==> src/rtl/pqpc_pkg.sv <==
package pqpc_pkg;

    localparam int DVD_W = 25;
    localparam int DVS_W = 17;
    localparam int QUO_W = 7;
    localparam int CNT_W = 3;

    localparam logic [2:0] REG_ENABLE    = 3'd0;
    localparam logic [2:0] REG_CALIB     = 3'd1;
    localparam logic [2:0] REG_SAFETY    = 3'd2;
    localparam logic [2:0] REG_RATE      = 3'd3;
    localparam logic [2:0] REG_MIN_POWER = 3'd4;
    localparam logic [2:0] REG_CORRIDOR  = 3'd5;

    localparam logic [15:0]        P_RANGE_MAX = 16'd19200;
    localparam logic signed [13:0] V_MIN       = -14'sd100;
    localparam logic signed [13:0] V_MAX       = 14'sd5100;
    localparam logic [15:0]        SAFE_LO     = 16'd1280;
    localparam logic [15:0]        SAFE_HI     = 16'd51200;
    localparam logic [9:0]         RATE_LO     = 10'd1;
    localparam logic [9:0]         RATE_HI     = 10'd200;
    localparam logic [6:0]         PWR_FULL    = 7'd100;
    localparam logic [23:0]        DT_MIN      = 24'd960;
    localparam logic [16:0]        JUMP_FREE   = 17'd256;
    localparam logic [26:0]        STEP_SCALE  = 27'd625;
    localparam logic [24:0]        CAP_SCALE   = 25'd201;

    typedef struct packed {
        logic [6:0]  applied_power;
        logic        limited;
        logic        emergency_stop;
        logic        fallback_active;
        logic        signal_valid;
        logic        signal_stable;
        logic [15:0] corridor_used;
    } result_t;

endpackage

==> src/rtl/pqpc_div.sv <==
module pqpc_div import pqpc_pkg::*; (
    input  logic             aclk,
    input  logic             aresetn,
    input  logic             start,
    input  logic [DVD_W-1:0] dividend,
    input  logic [DVS_W-1:0] divisor,
    output logic             done,
    output logic [QUO_W-1:0] quotient
);

    localparam int DSR_W = DVS_W + QUO_W - 1;

    logic             run_reg, run_next;
    logic             done_reg, done_next;
    logic [CNT_W-1:0] cnt_reg, cnt_next;
    logic [DVD_W-1:0] rem_reg, rem_next;
    logic [DSR_W-1:0] dsr_reg, dsr_next;
    logic [QUO_W-1:0] quo_reg, quo_next;
    logic [DVD_W:0]   trial;
    logic             take;

    assign trial = {1'b0, rem_reg} - {{(DVD_W + 1 - DSR_W){1'b0}}, dsr_reg};
    assign take  = ~trial[DVD_W];

    always_comb begin
        run_next  = run_reg;
        done_next = 1'b0;
        cnt_next  = cnt_reg;
        rem_next  = rem_reg;
        dsr_next  = dsr_reg;
        quo_next  = quo_reg;
        if (start) begin
            run_next = 1'b1;
            cnt_next = CNT_W'(QUO_W - 1);
            rem_next = dividend;
            dsr_next = {divisor, {(QUO_W - 1){1'b0}}};
            quo_next = '0;
        end else if (run_reg) begin
            quo_next = {quo_reg[QUO_W-2:0], take};
            rem_next = take ? trial[DVD_W-1:0] : rem_reg;
            dsr_next = dsr_reg >> 1;
            if (cnt_reg == '0) begin
                run_next  = 1'b0;
                done_next = 1'b1;
            end else begin
                cnt_next = cnt_reg - 1'b1;
            end
        end
    end

    always_ff @(posedge aclk) begin
        if (!aresetn) begin
            run_reg  <= 1'b0;
            done_reg <= 1'b0;
        end else begin
            run_reg  <= run_next;
            done_reg <= done_next;
        end
        cnt_reg <= cnt_next;
        rem_reg <= rem_next;
        dsr_reg <= dsr_next;
        quo_reg <= quo_next;
    end

    assign done     = done_reg;
    assign quotient = quo_reg;

endmodule

==> src/rtl/pressure_qualified_power_cap.sv <==
// Channel   Direction  Handshake           Payload
// s_        input      s_valid / s_ready   power request, times, sensor status, pressure, voltage
// m_        output     m_valid / m_ready   applied power, flags, corridor used
// cfg_      input      cfg_we              cfg_index selects one of six registers
//
// A transaction goes from acceptance to a loaded result through ST_QUAL and ST_OUT when disabled
// or when the sample is rejected, adds ST_MUL and ST_STAB when no cap is computed, and adds ST_PREP
// and ST_DIV, with the 7-step restoring divider, when the linear cap runs.
// The input is ready only while the sequencer is idle; one result register holds the
// answer, so the next transaction is taken while that result waits for m_ready.
// Reset is synchronous; configuration registers return to their defaults.
module pressure_qualified_power_cap import pqpc_pkg::*; #(
    parameter int SENSOR_TIMEOUT_MS = 5000,
    parameter int STABLE_RUN        = 3
) (
    input  logic               aclk,
    input  logic               aresetn,
    input  logic               cfg_we,
    input  logic [2:0]         cfg_index,
    input  logic [15:0]        cfg_wdata,
    input  logic               s_valid,
    output logic               s_ready,
    input  logic [7:0]         s_requested_power,
    input  logic [31:0]        s_now_ms,
    input  logic [31:0]        s_sample_ms,
    input  logic               s_sensor_ok,
    input  logic signed [16:0] s_pressure,
    input  logic signed [13:0] s_sensor_voltage,
    output logic               m_valid,
    input  logic               m_ready,
    output logic [6:0]         m_applied_power,
    output logic               m_limited,
    output logic               m_emergency_stop,
    output logic               m_fallback_active,
    output logic               m_signal_valid,
    output logic               m_signal_stable,
    output logic [15:0]        m_corridor_used
);

    localparam logic [2:0] ST_IDLE = 3'd0;
    localparam logic [2:0] ST_QUAL = 3'd1;
    localparam logic [2:0] ST_MUL  = 3'd2;
    localparam logic [2:0] ST_STAB = 3'd3;
    localparam logic [2:0] ST_PREP = 3'd4;
    localparam logic [2:0] ST_DIV  = 3'd5;
    localparam logic [2:0] ST_OUT  = 3'd6;

    localparam logic [1:0]  RUN     = STABLE_RUN[1:0];
    localparam logic [31:0] TIMEOUT = SENSOR_TIMEOUT_MS[31:0];

    logic        enable_reg;
    logic        calib_reg;
    logic [15:0] safety_reg;
    logic [9:0]  rate_cfg_reg;
    logic [7:0]  minpwr_reg;
    logic [15:0] corridor_reg;

    logic [2:0]  state_reg, state_next;
    logic        primed_reg, primed_next;
    logic [1:0]  count_reg, count_next;
    logic [31:0] last_time_reg, last_time_next;
    logic [16:0] last_p_reg, last_p_next;

    logic [6:0]  req_reg, req_next;
    logic [31:0] now_reg, now_next;
    logic [31:0] smp_reg, smp_next;
    logic        ok_reg, ok_next;
    logic [16:0] p_reg, p_next;
    logic [13:0] v_reg, v_next;

    logic [16:0] ad_reg, ad_next;
    logic [23:0] dm_reg, dm_next;
    logic        dbig_reg, dbig_next;
    logic        lt_reg, lt_next;
    logic        gt_reg, gt_next;
    logic [15:0] s_reg, s_next;
    logic [15:0] c_reg, c_next;
    logic [6:0]  m_reg, m_next;
    logic [7:0]  rate_reg, rate_next;
    logic [26:0] prod_a_reg, prod_a_next;
    logic [31:0] prod_b_reg, prod_b_next;
    logic [22:0] num_reg, num_next;
    logic [15:0] den_reg, den_next;

    result_t     res_reg, res_next;
    result_t     out_reg, out_next;
    logic        m_valid_reg, m_valid_next;

    logic        div_start;
    logic        div_done;
    logic [DVD_W-1:0] div_dividend;
    logic [DVS_W-1:0] div_divisor;
    logic [QUO_W-1:0] div_quotient;

    logic [31:0] age;
    logic        sig_ok;
    logic [31:0] dt;
    logic [17:0] pdiff;
    logic [17:0] pabs;
    logic [15:0] s_clamp;
    logic [15:0] c_raw;
    logic [17:0] s_three;
    logic        c_high;
    logic        step_ok;
    logic [1:0]  count_new;
    logic        stable_now;
    logic [15:0] pc;
    logic [6:0]  cap;
    logic [6:0]  ap;

    always_ff @(posedge aclk) begin
        if (!aresetn) begin
            enable_reg   <= 1'b0;
            calib_reg    <= 1'b0;
            safety_reg   <= 16'd25600;
            rate_cfg_reg <= 10'd10;
            minpwr_reg   <= 8'd30;
            corridor_reg <= 16'd0;
        end else if (cfg_we) begin
            case (cfg_index)
                REG_ENABLE:    enable_reg   <= cfg_wdata[0];
                REG_CALIB:     calib_reg    <= cfg_wdata[0];
                REG_SAFETY:    safety_reg   <= cfg_wdata;
                REG_RATE:      rate_cfg_reg <= cfg_wdata[9:0];
                REG_MIN_POWER: minpwr_reg   <= cfg_wdata[7:0];
                REG_CORRIDOR:  corridor_reg <= cfg_wdata;
                default: ;
            endcase
        end
    end

    assign age    = now_reg - smp_reg;
    assign sig_ok = calib_reg && ok_reg && (smp_reg != 32'd0) && (now_reg >= smp_reg) &&
                    (age <= TIMEOUT) && !p_reg[16] && (p_reg[15:0] <= P_RANGE_MAX) &&
                    ($signed(v_reg) >= V_MIN) && ($signed(v_reg) <= V_MAX);
    assign dt     = smp_reg - last_time_reg;
    assign pdiff  = {p_reg[16], p_reg} - {last_p_reg[16], last_p_reg};
    assign pabs   = pdiff[17] ? (18'd0 - pdiff) : pdiff;

    assign s_clamp = (safety_reg < SAFE_LO) ? SAFE_LO :
                     (safety_reg > SAFE_HI) ? SAFE_HI : safety_reg;
    assign c_raw   = (corridor_reg == 16'd0) ? (s_clamp >> 1) : corridor_reg;
    assign s_three = {2'b00, s_clamp} + {1'b0, s_clamp, 1'b0};
    assign c_high  = ({4'd0, c_raw} * 20'd10) >= ({4'd0, s_clamp} * 20'd9);

    assign step_ok = (ad_reg <= JUMP_FREE) || dbig_reg ||
                     ({7'd0, prod_a_reg} <= {prod_b_reg, 2'b00});

    always_comb begin
        if (!primed_reg || lt_reg) begin
            count_new = 2'd1;
        end else if (gt_reg) begin
            if (step_ok) begin
                count_new = (count_reg < RUN) ? count_reg + 2'd1 : count_reg;
            end else begin
                count_new = 2'd1;
            end
        end else begin
            count_new = count_reg;
        end
    end

    assign stable_now = (count_new >= RUN);
    assign pc         = p_reg[15:0] - c_reg;
    assign cap        = (div_quotient > PWR_FULL) ? PWR_FULL : div_quotient;
    assign ap         = (req_reg < cap) ? req_reg : cap;

    assign div_dividend = 25'(den_reg) * CAP_SCALE - {1'b0, num_reg, 1'b0};
    assign div_divisor  = {den_reg, 1'b0};
    assign div_start    = (state_reg == ST_PREP);

    pqpc_div u_div (
        .aclk     (aclk),
        .aresetn  (aresetn),
        .start    (div_start),
        .dividend (div_dividend),
        .divisor  (div_divisor),
        .done     (div_done),
        .quotient (div_quotient)
    );

    always_comb begin
        state_next     = state_reg;
        primed_next    = primed_reg;
        count_next     = count_reg;
        last_time_next = last_time_reg;
        last_p_next    = last_p_reg;
        req_next       = req_reg;
        now_next       = now_reg;
        smp_next       = smp_reg;
        ok_next        = ok_reg;
        p_next         = p_reg;
        v_next         = v_reg;
        ad_next        = ad_reg;
        dm_next        = dm_reg;
        dbig_next      = dbig_reg;
        lt_next        = lt_reg;
        gt_next        = gt_reg;
        s_next         = s_reg;
        c_next         = c_reg;
        m_next         = m_reg;
        rate_next      = rate_reg;
        prod_a_next    = prod_a_reg;
        prod_b_next    = prod_b_reg;
        num_next       = num_reg;
        den_next       = den_reg;
        res_next       = res_reg;
        out_next       = out_reg;
        m_valid_next   = m_valid_reg && !m_ready;

        case (state_reg)
            ST_IDLE: begin
                if (s_valid) begin
                    req_next   = (s_requested_power > 8'd100) ? PWR_FULL
                                                               : s_requested_power[6:0];
                    now_next   = s_now_ms;
                    smp_next   = s_sample_ms;
                    ok_next    = s_sensor_ok;
                    p_next     = s_pressure;
                    v_next     = s_sensor_voltage;
                    state_next = ST_QUAL;
                end
            end
            ST_QUAL: begin
                res_next = '0;
                res_next.applied_power = req_reg;
                if (!enable_reg) begin
                    primed_next    = 1'b0;
                    count_next     = 2'd0;
                    last_time_next = 32'd0;
                    last_p_next    = 17'd0;
                    state_next     = ST_OUT;
                end else if (!sig_ok) begin
                    primed_next    = 1'b0;
                    count_next     = 2'd0;
                    last_time_next = 32'd0;
                    res_next.fallback_active = 1'b1;
                    state_next     = ST_OUT;
                end else begin
                    ad_next   = pabs[16:0];
                    dbig_next = (dt[31:24] != 8'd0);
                    dm_next   = (dt[23:0] < DT_MIN) ? DT_MIN : dt[23:0];
                    lt_next   = smp_reg < last_time_reg;
                    gt_next   = smp_reg > last_time_reg;
                    s_next    = s_clamp;
                    c_next    = c_high ? s_three[17:2] : c_raw;
                    m_next    = (minpwr_reg > 8'd100) ? PWR_FULL : minpwr_reg[6:0];
                    rate_next = (rate_cfg_reg < RATE_LO) ? 8'd1 :
                                (rate_cfg_reg > RATE_HI) ? 8'd200 : rate_cfg_reg[7:0];
                    state_next = ST_MUL;
                end
            end
            ST_MUL: begin
                prod_a_next = 27'(ad_reg) * STEP_SCALE;
                prod_b_next = 32'(rate_reg) * 32'(dm_reg);
                state_next  = ST_STAB;
            end
            ST_STAB: begin
                primed_next    = 1'b1;
                count_next     = count_new;
                last_time_next = smp_reg;
                last_p_next    = p_reg;
                res_next.signal_valid = 1'b1;
                if (!stable_now) begin
                    res_next.fallback_active = 1'b1;
                    state_next = ST_OUT;
                end else begin
                    res_next.signal_stable = 1'b1;
                    res_next.corridor_used = c_reg;
                    if (p_reg[15:0] >= s_reg) begin
                        res_next.applied_power  = 7'd0;
                        res_next.emergency_stop = 1'b1;
                        state_next = ST_OUT;
                    end else if (p_reg[15:0] <= c_reg) begin
                        state_next = ST_OUT;
                    end else begin
                        num_next   = 23'(pc) * 23'(PWR_FULL - m_reg);
                        den_next   = s_reg - c_reg;
                        state_next = ST_PREP;
                    end
                end
            end
            ST_PREP: begin
                state_next = ST_DIV;
            end
            ST_DIV: begin
                if (div_done) begin
                    res_next.applied_power = ap;
                    res_next.limited       = (ap < req_reg);
                    state_next = ST_OUT;
                end
            end
            ST_OUT: begin
                if (!m_valid_reg || m_ready) begin
                    out_next     = res_reg;
                    m_valid_next = 1'b1;
                    state_next   = ST_IDLE;
                end
            end
            default: begin
                state_next = ST_IDLE;
            end
        endcase
    end

    always_ff @(posedge aclk) begin
        if (!aresetn) begin
            state_reg     <= ST_IDLE;
            primed_reg    <= 1'b0;
            count_reg     <= 2'd0;
            last_time_reg <= 32'd0;
            last_p_reg    <= 17'd0;
            m_valid_reg   <= 1'b0;
        end else begin
            state_reg     <= state_next;
            primed_reg    <= primed_next;
            count_reg     <= count_next;
            last_time_reg <= last_time_next;
            last_p_reg    <= last_p_next;
            m_valid_reg   <= m_valid_next;
        end
        req_reg    <= req_next;
        now_reg    <= now_next;
        smp_reg    <= smp_next;
        ok_reg     <= ok_next;
        p_reg      <= p_next;
        v_reg      <= v_next;
        ad_reg     <= ad_next;
        dm_reg     <= dm_next;
        dbig_reg   <= dbig_next;
        lt_reg     <= lt_next;
        gt_reg     <= gt_next;
        s_reg      <= s_next;
        c_reg      <= c_next;
        m_reg      <= m_next;
        rate_reg   <= rate_next;
        prod_a_reg <= prod_a_next;
        prod_b_reg <= prod_b_next;
        num_reg    <= num_next;
        den_reg    <= den_next;
        res_reg    <= res_next;
        out_reg    <= out_next;
    end

    assign s_ready           = (state_reg == ST_IDLE);
    assign m_valid           = m_valid_reg;
    assign m_applied_power   = out_reg.applied_power;
    assign m_limited         = out_reg.limited;
    assign m_emergency_stop  = out_reg.emergency_stop;
    assign m_fallback_active = out_reg.fallback_active;
    assign m_signal_valid    = out_reg.signal_valid;
    assign m_signal_stable   = out_reg.signal_stable;
    assign m_corridor_used   = out_reg.corridor_used;

endmodule
==> config.mk <==
export PLATFORM = sky130hd
export DESIGN_NAME = pressure_qualified_power_cap
export DESIGN_NICKNAME = d
export VERILOG_FILES = /design/src/rtl/pqpc_pkg.sv /design/src/rtl/pqpc_div.sv /design/src/rtl/pressure_qualified_power_cap.sv
export SDC_FILE = /design/constraint.sdc
export NUM_CORES = 2
export LEC_CHECK = 0
export BUFFER_PORTS_ARGS = -buffer_cell sky130_fd_sc_hd__clkbuf_2
export CAP_MARGIN = 5
export CORE_MARGIN = 4
export CORE_UTILIZATION = 58
export DETAILED_ROUTE_END_ITERATION = 7
export PLACE_DENSITY = 0.76
export SYNTH_ARGS = -nofsm -noshare
export SYNTH_HDL_FRONTEND = slang
export SYNTH_HIERARCHICAL = 1
export SYNTH_SLANG_ARGS = --single-unit
export TNS_END_PERCENT = 50
==> constraint.sdc <==
create_clock -name aclk -period 9.8 [get_ports aclk]
set_input_delay 1.96 -clock aclk [delete_from_list [all_inputs] [get_ports aclk]]
set_output_delay 1.96 -clock aclk [all_outputs]
set_load 0.01 [all_outputs]
# ---- Word-level counts from Yosys, hierarchy flattened
# Cells that the tools add are included.
dict set report classes {
  add_sub_neg 12
  mul 6
  magnitude_cmp 24
  eq_ne 20
  muxes 55
  bitwise 6
  n_reduce_logical 49
}
# cell n
set op_table {}
lappend op_table {{$mux 25} 3}
lappend op_table {{$mux 16} 4}
lappend op_table {{$mux 32} 2}
lappend op_table {{$pmux 32 s2} 1}
lappend op_table {{$sub 32x32->32} 2}
lappend op_table {{$mux 17} 3}
lappend op_table {{$mux 23} 2}
lappend op_table {{$pmux 20 s2} 1}
lappend op_table {{$le 27x34->1} 1}
lappend op_table {{$pmux 17 s2} 1}
lappend op_table {{$ge 32x32->1} 1}
lappend op_table {{$gt 32x32->1} 1}
lappend op_table {{$le 32x13->1 const B} 1}
lappend op_table {{$lt 32x32->1} 1}
lappend op_table {{$mul 8x24->32} 1}
lappend op_table {{$reduce_bool 32->1} 1}
lappend op_table {{$sub 16x16->16} 2}
lappend op_table {{$reduce_and 2->1} 15}
lappend op_table {{$mux 7} 4}
lappend op_table {{$mul 17x10->27 const B} 1}
lappend op_table {{$sub 25x23->26} 1}
lappend op_table {{$sub 24x24->25} 1}
lappend op_table {{$lt 24x10->1 const B} 1}
lappend op_table {{$mul 16x8->24 const B} 1}
lappend op_table {{other kinds (52)} 120}
dict set report word_totals {
  regBits 516
  in_bits 128
  out_inout_bits 30
  elab_cells 225
}

# ---- Depth between registers and ports, before layout
dict set report logic_depth {
  ltp_word 11
  depth_mapped 33
  mapped_depth_nobuf 31
}

# ---- Modules after synthesis
# The synthesis kept the hierarchy.
# mod n_inst cells_per_inst area_each_um2 seq_area_each_um2
set by_module_without_submodules {}
lappend by_module_without_submodules {pressure_qualified_power_cap 1 4251 40980.6 12612.1}
lappend by_module_without_submodules {pqpc_div 1 434 3955.0 1621.6}

# ---- Worst setup path after synthesis
# OpenSTA, ideal clock, no wires.
dict set report synth_path {
  path_type {register to register}
  startpoint {register smp_reg[25]}
  endpoint {register ad_reg[0] (enable)}
  setup_time_ps 652
  t_arrival_ps 9475
  setup_slack_ps -327
  path_stages_with_launch 15
  n_path_buf 1
  period_less_slack_ps 10127
  path_cell_list {edfxtp_1 -> inv_1 -> ha_1 -> buf_2 -> nand3b_1 -> nand4_1 -> or4_1 -> a2111o_1 -> a2111oi_2 -> nand4_1 -> a2111o_1 -> a2111oi_4 -> and3_1 -> nand4_1 -> nor3_1}
}
dict set report synth_between {
  elab_chain_cells 9
}
# item line_no
set synth_lines {}
lappend synth_lines {{start: declaration} pressure_qualified_power_cap.sv:66} ;# logic [31:0] smp_reg, smp_next;
lappend synth_lines {{start signal: assignment} pressure_qualified_power_cap.sv:324} ;# smp_reg <= smp_next;
lappend synth_lines {{parallel branches: the longest is 3 deep, another holds $sub 32x32->32} n/a}
lappend synth_lines {{$logic_and 1x1->1 *} pressure_qualified_power_cap.sv:133} ;# assign sig_ok = calib_reg && ok_reg && (smp_reg != 32'd0) && (now_reg >= smp_reg) &&
lappend synth_lines {{$logic_and 1x1->1 * (3 in series)} pressure_qualified_power_cap.sv:134} ;# (age <= TIMEOUT) && !p_reg[16] && (p_reg[15:0] <= P_RANGE_MAX) &&
lappend synth_lines {{$logic_and 1x1->1 *} pressure_qualified_power_cap.sv:135} ;# ($signed(v_reg) >= V_MIN) && ($signed(v_reg) <= V_MAX);
lappend synth_lines {{$reduce_and 3->1 (no line) *} n/a}
lappend synth_lines {{end signal: assignment} pressure_qualified_power_cap.sv:328} ;# ad_reg <= ad_next;
lappend synth_lines {{end: declaration} pressure_qualified_power_cap.sv:71} ;# logic [16:0] ad_reg, ad_next;
# Every way passes the cells marked *.
# A chain may end at the register's enable or synchronous reset.

# ---- Worst setup path after layout
dict set report layout_path {
  startpoint {register p_reg[1]}
  endpoint {register num_reg[22] (data pin)}
}
dict set report layout_between {
  elab_chain_cells 2
}
# item line_no
set layout_lines {}
lappend layout_lines {{start: declaration} pressure_qualified_power_cap.sv:68} ;# logic [16:0] p_reg, p_next;
lappend layout_lines {{start signal: assignment} pressure_qualified_power_cap.sv:326} ;# p_reg <= p_next;
lappend layout_lines {{$sub 16x16->16} pressure_qualified_power_cap.sv:164} ;# assign pc = p_reg[15:0] - c_reg;
lappend layout_lines {{$mul 17x8->23} pressure_qualified_power_cap.sv:277} ;# num_next = 23'(pc) * 23'(PWR_FULL - m_reg);
lappend layout_lines {{end signal: assignment} pressure_qualified_power_cap.sv:339} ;# num_reg <= num_next;
lappend layout_lines {{end: declaration} pressure_qualified_power_cap.sv:82} ;# logic [22:0] num_reg, num_next;
# No other way between the ends.

==> flow_summary.json <==
{
  "peakVddDrop_uv": 195,
  "cts_resized": 0,
  "async_reset_ff_frac": 0,
  "grt_util_all_layers": 0.256,
  "insertion_delay_ns": 0.67,
  "io_buffer_count": 157,
  "fin_nets": 5787,
  "tns_ns": 0,
  "combPwrFrac": 0.462,
  "gp_congestion": 0.914,
  "yosys.area.top_type": "edfxtp_1",
  "maxCapViolations": 0,
  "synth-edff-count": 390,
  "wl_mm": 104,
  "routedWlPerCell_um": 17.6,
  "post-route-drc-count": 0,
  "cts_setup_buffers": 0,
  "clkTransAtPathRegs_ns": 0.07,
  "die_x_um": 286,
  "grt_overflow": 0,
  "cts_tree": "done",
  "cts_hold_buf": 0,
  "synth_nets": 5650,
  "die_h_um": 286,
  "synth-seq-cells": 516,
  "via_per_inst": 5.70,
  "synth_most_common_cell": "inv_1",
  "critical_path_class": "reg -> reg",
  "clkSinkCount": 516,
  "worstMarginPinSlew_ns": 1.21,
  "postRouteAntennaNets": 0,
  "dp_hpwl_mm": 81.3,
  "arrival_ns": 7.92,
  "firstDrtPassIters": 6,
  "synth.yosys.seq_area_share": 0.317,
  "instances_no_fill": 5905,
  "max_stage_delay_ns": 0.61,
  "period_minus_slack_ns": 7.56,
  "numCtsBuffers": 60,
  "synthCells": 4685,
  "pwr-share-clk": 0.235,
  "fin_ws_ns": 2.24,
  "whs_ns": 0.417,
  "drv_slew": 0,
  "swShare": 0.387,
  "io_pins": 158,
  "cp-start-kind": "flop",
  "post-route-util": 0.641,
  "leakagePower_uw": 0.0221,
  "required_ns": 10.16,
  "synth_ff_type": "edfxtp_1",
  "period_share": 0.771,
  "sequentialPowerShare": 0.303,
  "grt_max_degree": 90,
  "placementRows": 101,
  "synth_top_cells_by_area": "edfxtp_1, ha_1, fa_1, inv_1, dfxtp_1",
  "net-switching-power_uw": 3960,
  "cpLargestDelayFamily": "compound AO/OA/AOI/OAI gates",
  "p_per_area_mw_per_mm2": 209,
  "intPower_uw": 6280,
  "initial_core_util": 0.589,
  "slew_headroom": 0.192,
  "drtIter0Drc": 2358,
  "hold_class": "reg -> reg",
  "post_synth_num_cell_types": 99,
  "synth_warnings": 6,
  "final-hold-violation-count": 0,
  "cp-end-kind": "flop",
  "vias": 33600,
  "worst_path_max_delay_cell": "xor2_1",
  "fillCellCount": 6215,
  "syn_area_mm2": 0.0449,
  "cp_max_fo": 8,
  "clockBufferDepth": 3,
  "post-place-ws_ns": 2.36,
  "syn_avg_cell_area_um2": 9.59,
  "fmax_mhz": 132,
  "area_growth_pct": 8.96,
  "placed_cells": 5790,
  "die_area_mm2": 0.0820,
  "core_mm2": 0.0763,
  "grt_pass1_wl_mm": 171,
  "grt_pass1_vias": 33500,
  "synth_top_area_share": 0.261,
  "htreeDepth": 2,
  "status": "finished clean",
  "worst-path-buf-inv": 4,
  "rsz0062_at_grt": "false",
  "antenna_found_initial": 0,
  "setup_viol_count_final": 0,
  "finClkSkew_ns": 0.0574,
  "root_buffer": "clkbuf_16",
  "drive_gt1_frac": 0.0755,
  "crit_top_cell": "inv_1",
  "synth_commonest_cells": "inv_1, ha_1, nand2_1, edfxtp_1, nor2_1"
}
layout make-up:
cell class                      instances  area (um2)  area share
Clock inverter                         40         527      0.0108
Timing Repair Buffer                  181         966      0.0197
Tap cell                             1030        1290      0.0263
Multi-Input combinational cell       3348       27600       0.564
Sequential cell                       516       14200       0.291
Clock buffer                           74        1630      0.0332
Inverter                              715        2680      0.0548
Antenna cell                            1        2.50   0.0000511
path summary, 6_finish.rpt:
check	startpoint	endpoint	slack [ns]	cells after the start
min reg2reg	res_reg[26]	m_applied_power[5]	0.42	0
max	p_reg[1]	num_reg[22]	2.24	27
min	res_reg[26]	m_applied_power[5]	0.42	0
max reg2reg	p_reg[1]	num_reg[22]	2.24	27
layer usage:
metal,global-route usage,routed length [um]
met5,0,0
met4,0.0604,2250
met3,0.0403,6540
met2,0.424,48300
met1,0.356,47000
layout by cell type (no fill, tap or decap), types with 71 or more instances in the layout:
cell,n
inv_1,712
ha_1,532
nand2_1,413
edfxtp_1,390
nor2_1,345
fa_1,305
a21oi_1,233
o21ai_0,181
clkbuf_2,157
xnor2_1,144
and2_1,134
dfxtp_1,126
a21o_1,96
nor3_1,72
nand3_1,71
stage by stage:
stage                     area, um2  power, uW
after CTS                     49000      10200
after floorplan               44900       6800
after global placement        46800       7680
final                         49000      10200
after global routing          49000      11000
after detailed placement      46800       7820
kinds of logic after synthesis:
kind of cell	after synthesis	synth area share
adder cells (fa/ha/maj)	837	0.284
XOR/XNOR	203	0.0396
AND/OR/NAND/NOR	1391	0.151
buffers and inverters	821	0.0692
AO/OA/AOI/OAI	875	0.130
multiplexers	41	0.00955
flip-flops	516	0.317
other	1	0.0000835
power by group through the flow:
| stage | clock [uW] | sequential (uW) | combinational [uW] |
|---|---|---|---|
| after floorplan | 0 | 3060 | 3740 |
| after global placement | 0 | 3130 | 4550 |
| after detailed placement | 0 | 3140 | 4680 |
| after CTS | 2450 | 3100 | 4710 |
| after global routing | 2540 | 3120 | 5380 |
| final | 2400 | 3100 | 4730 |
Power figures use the tool's default switching activity.
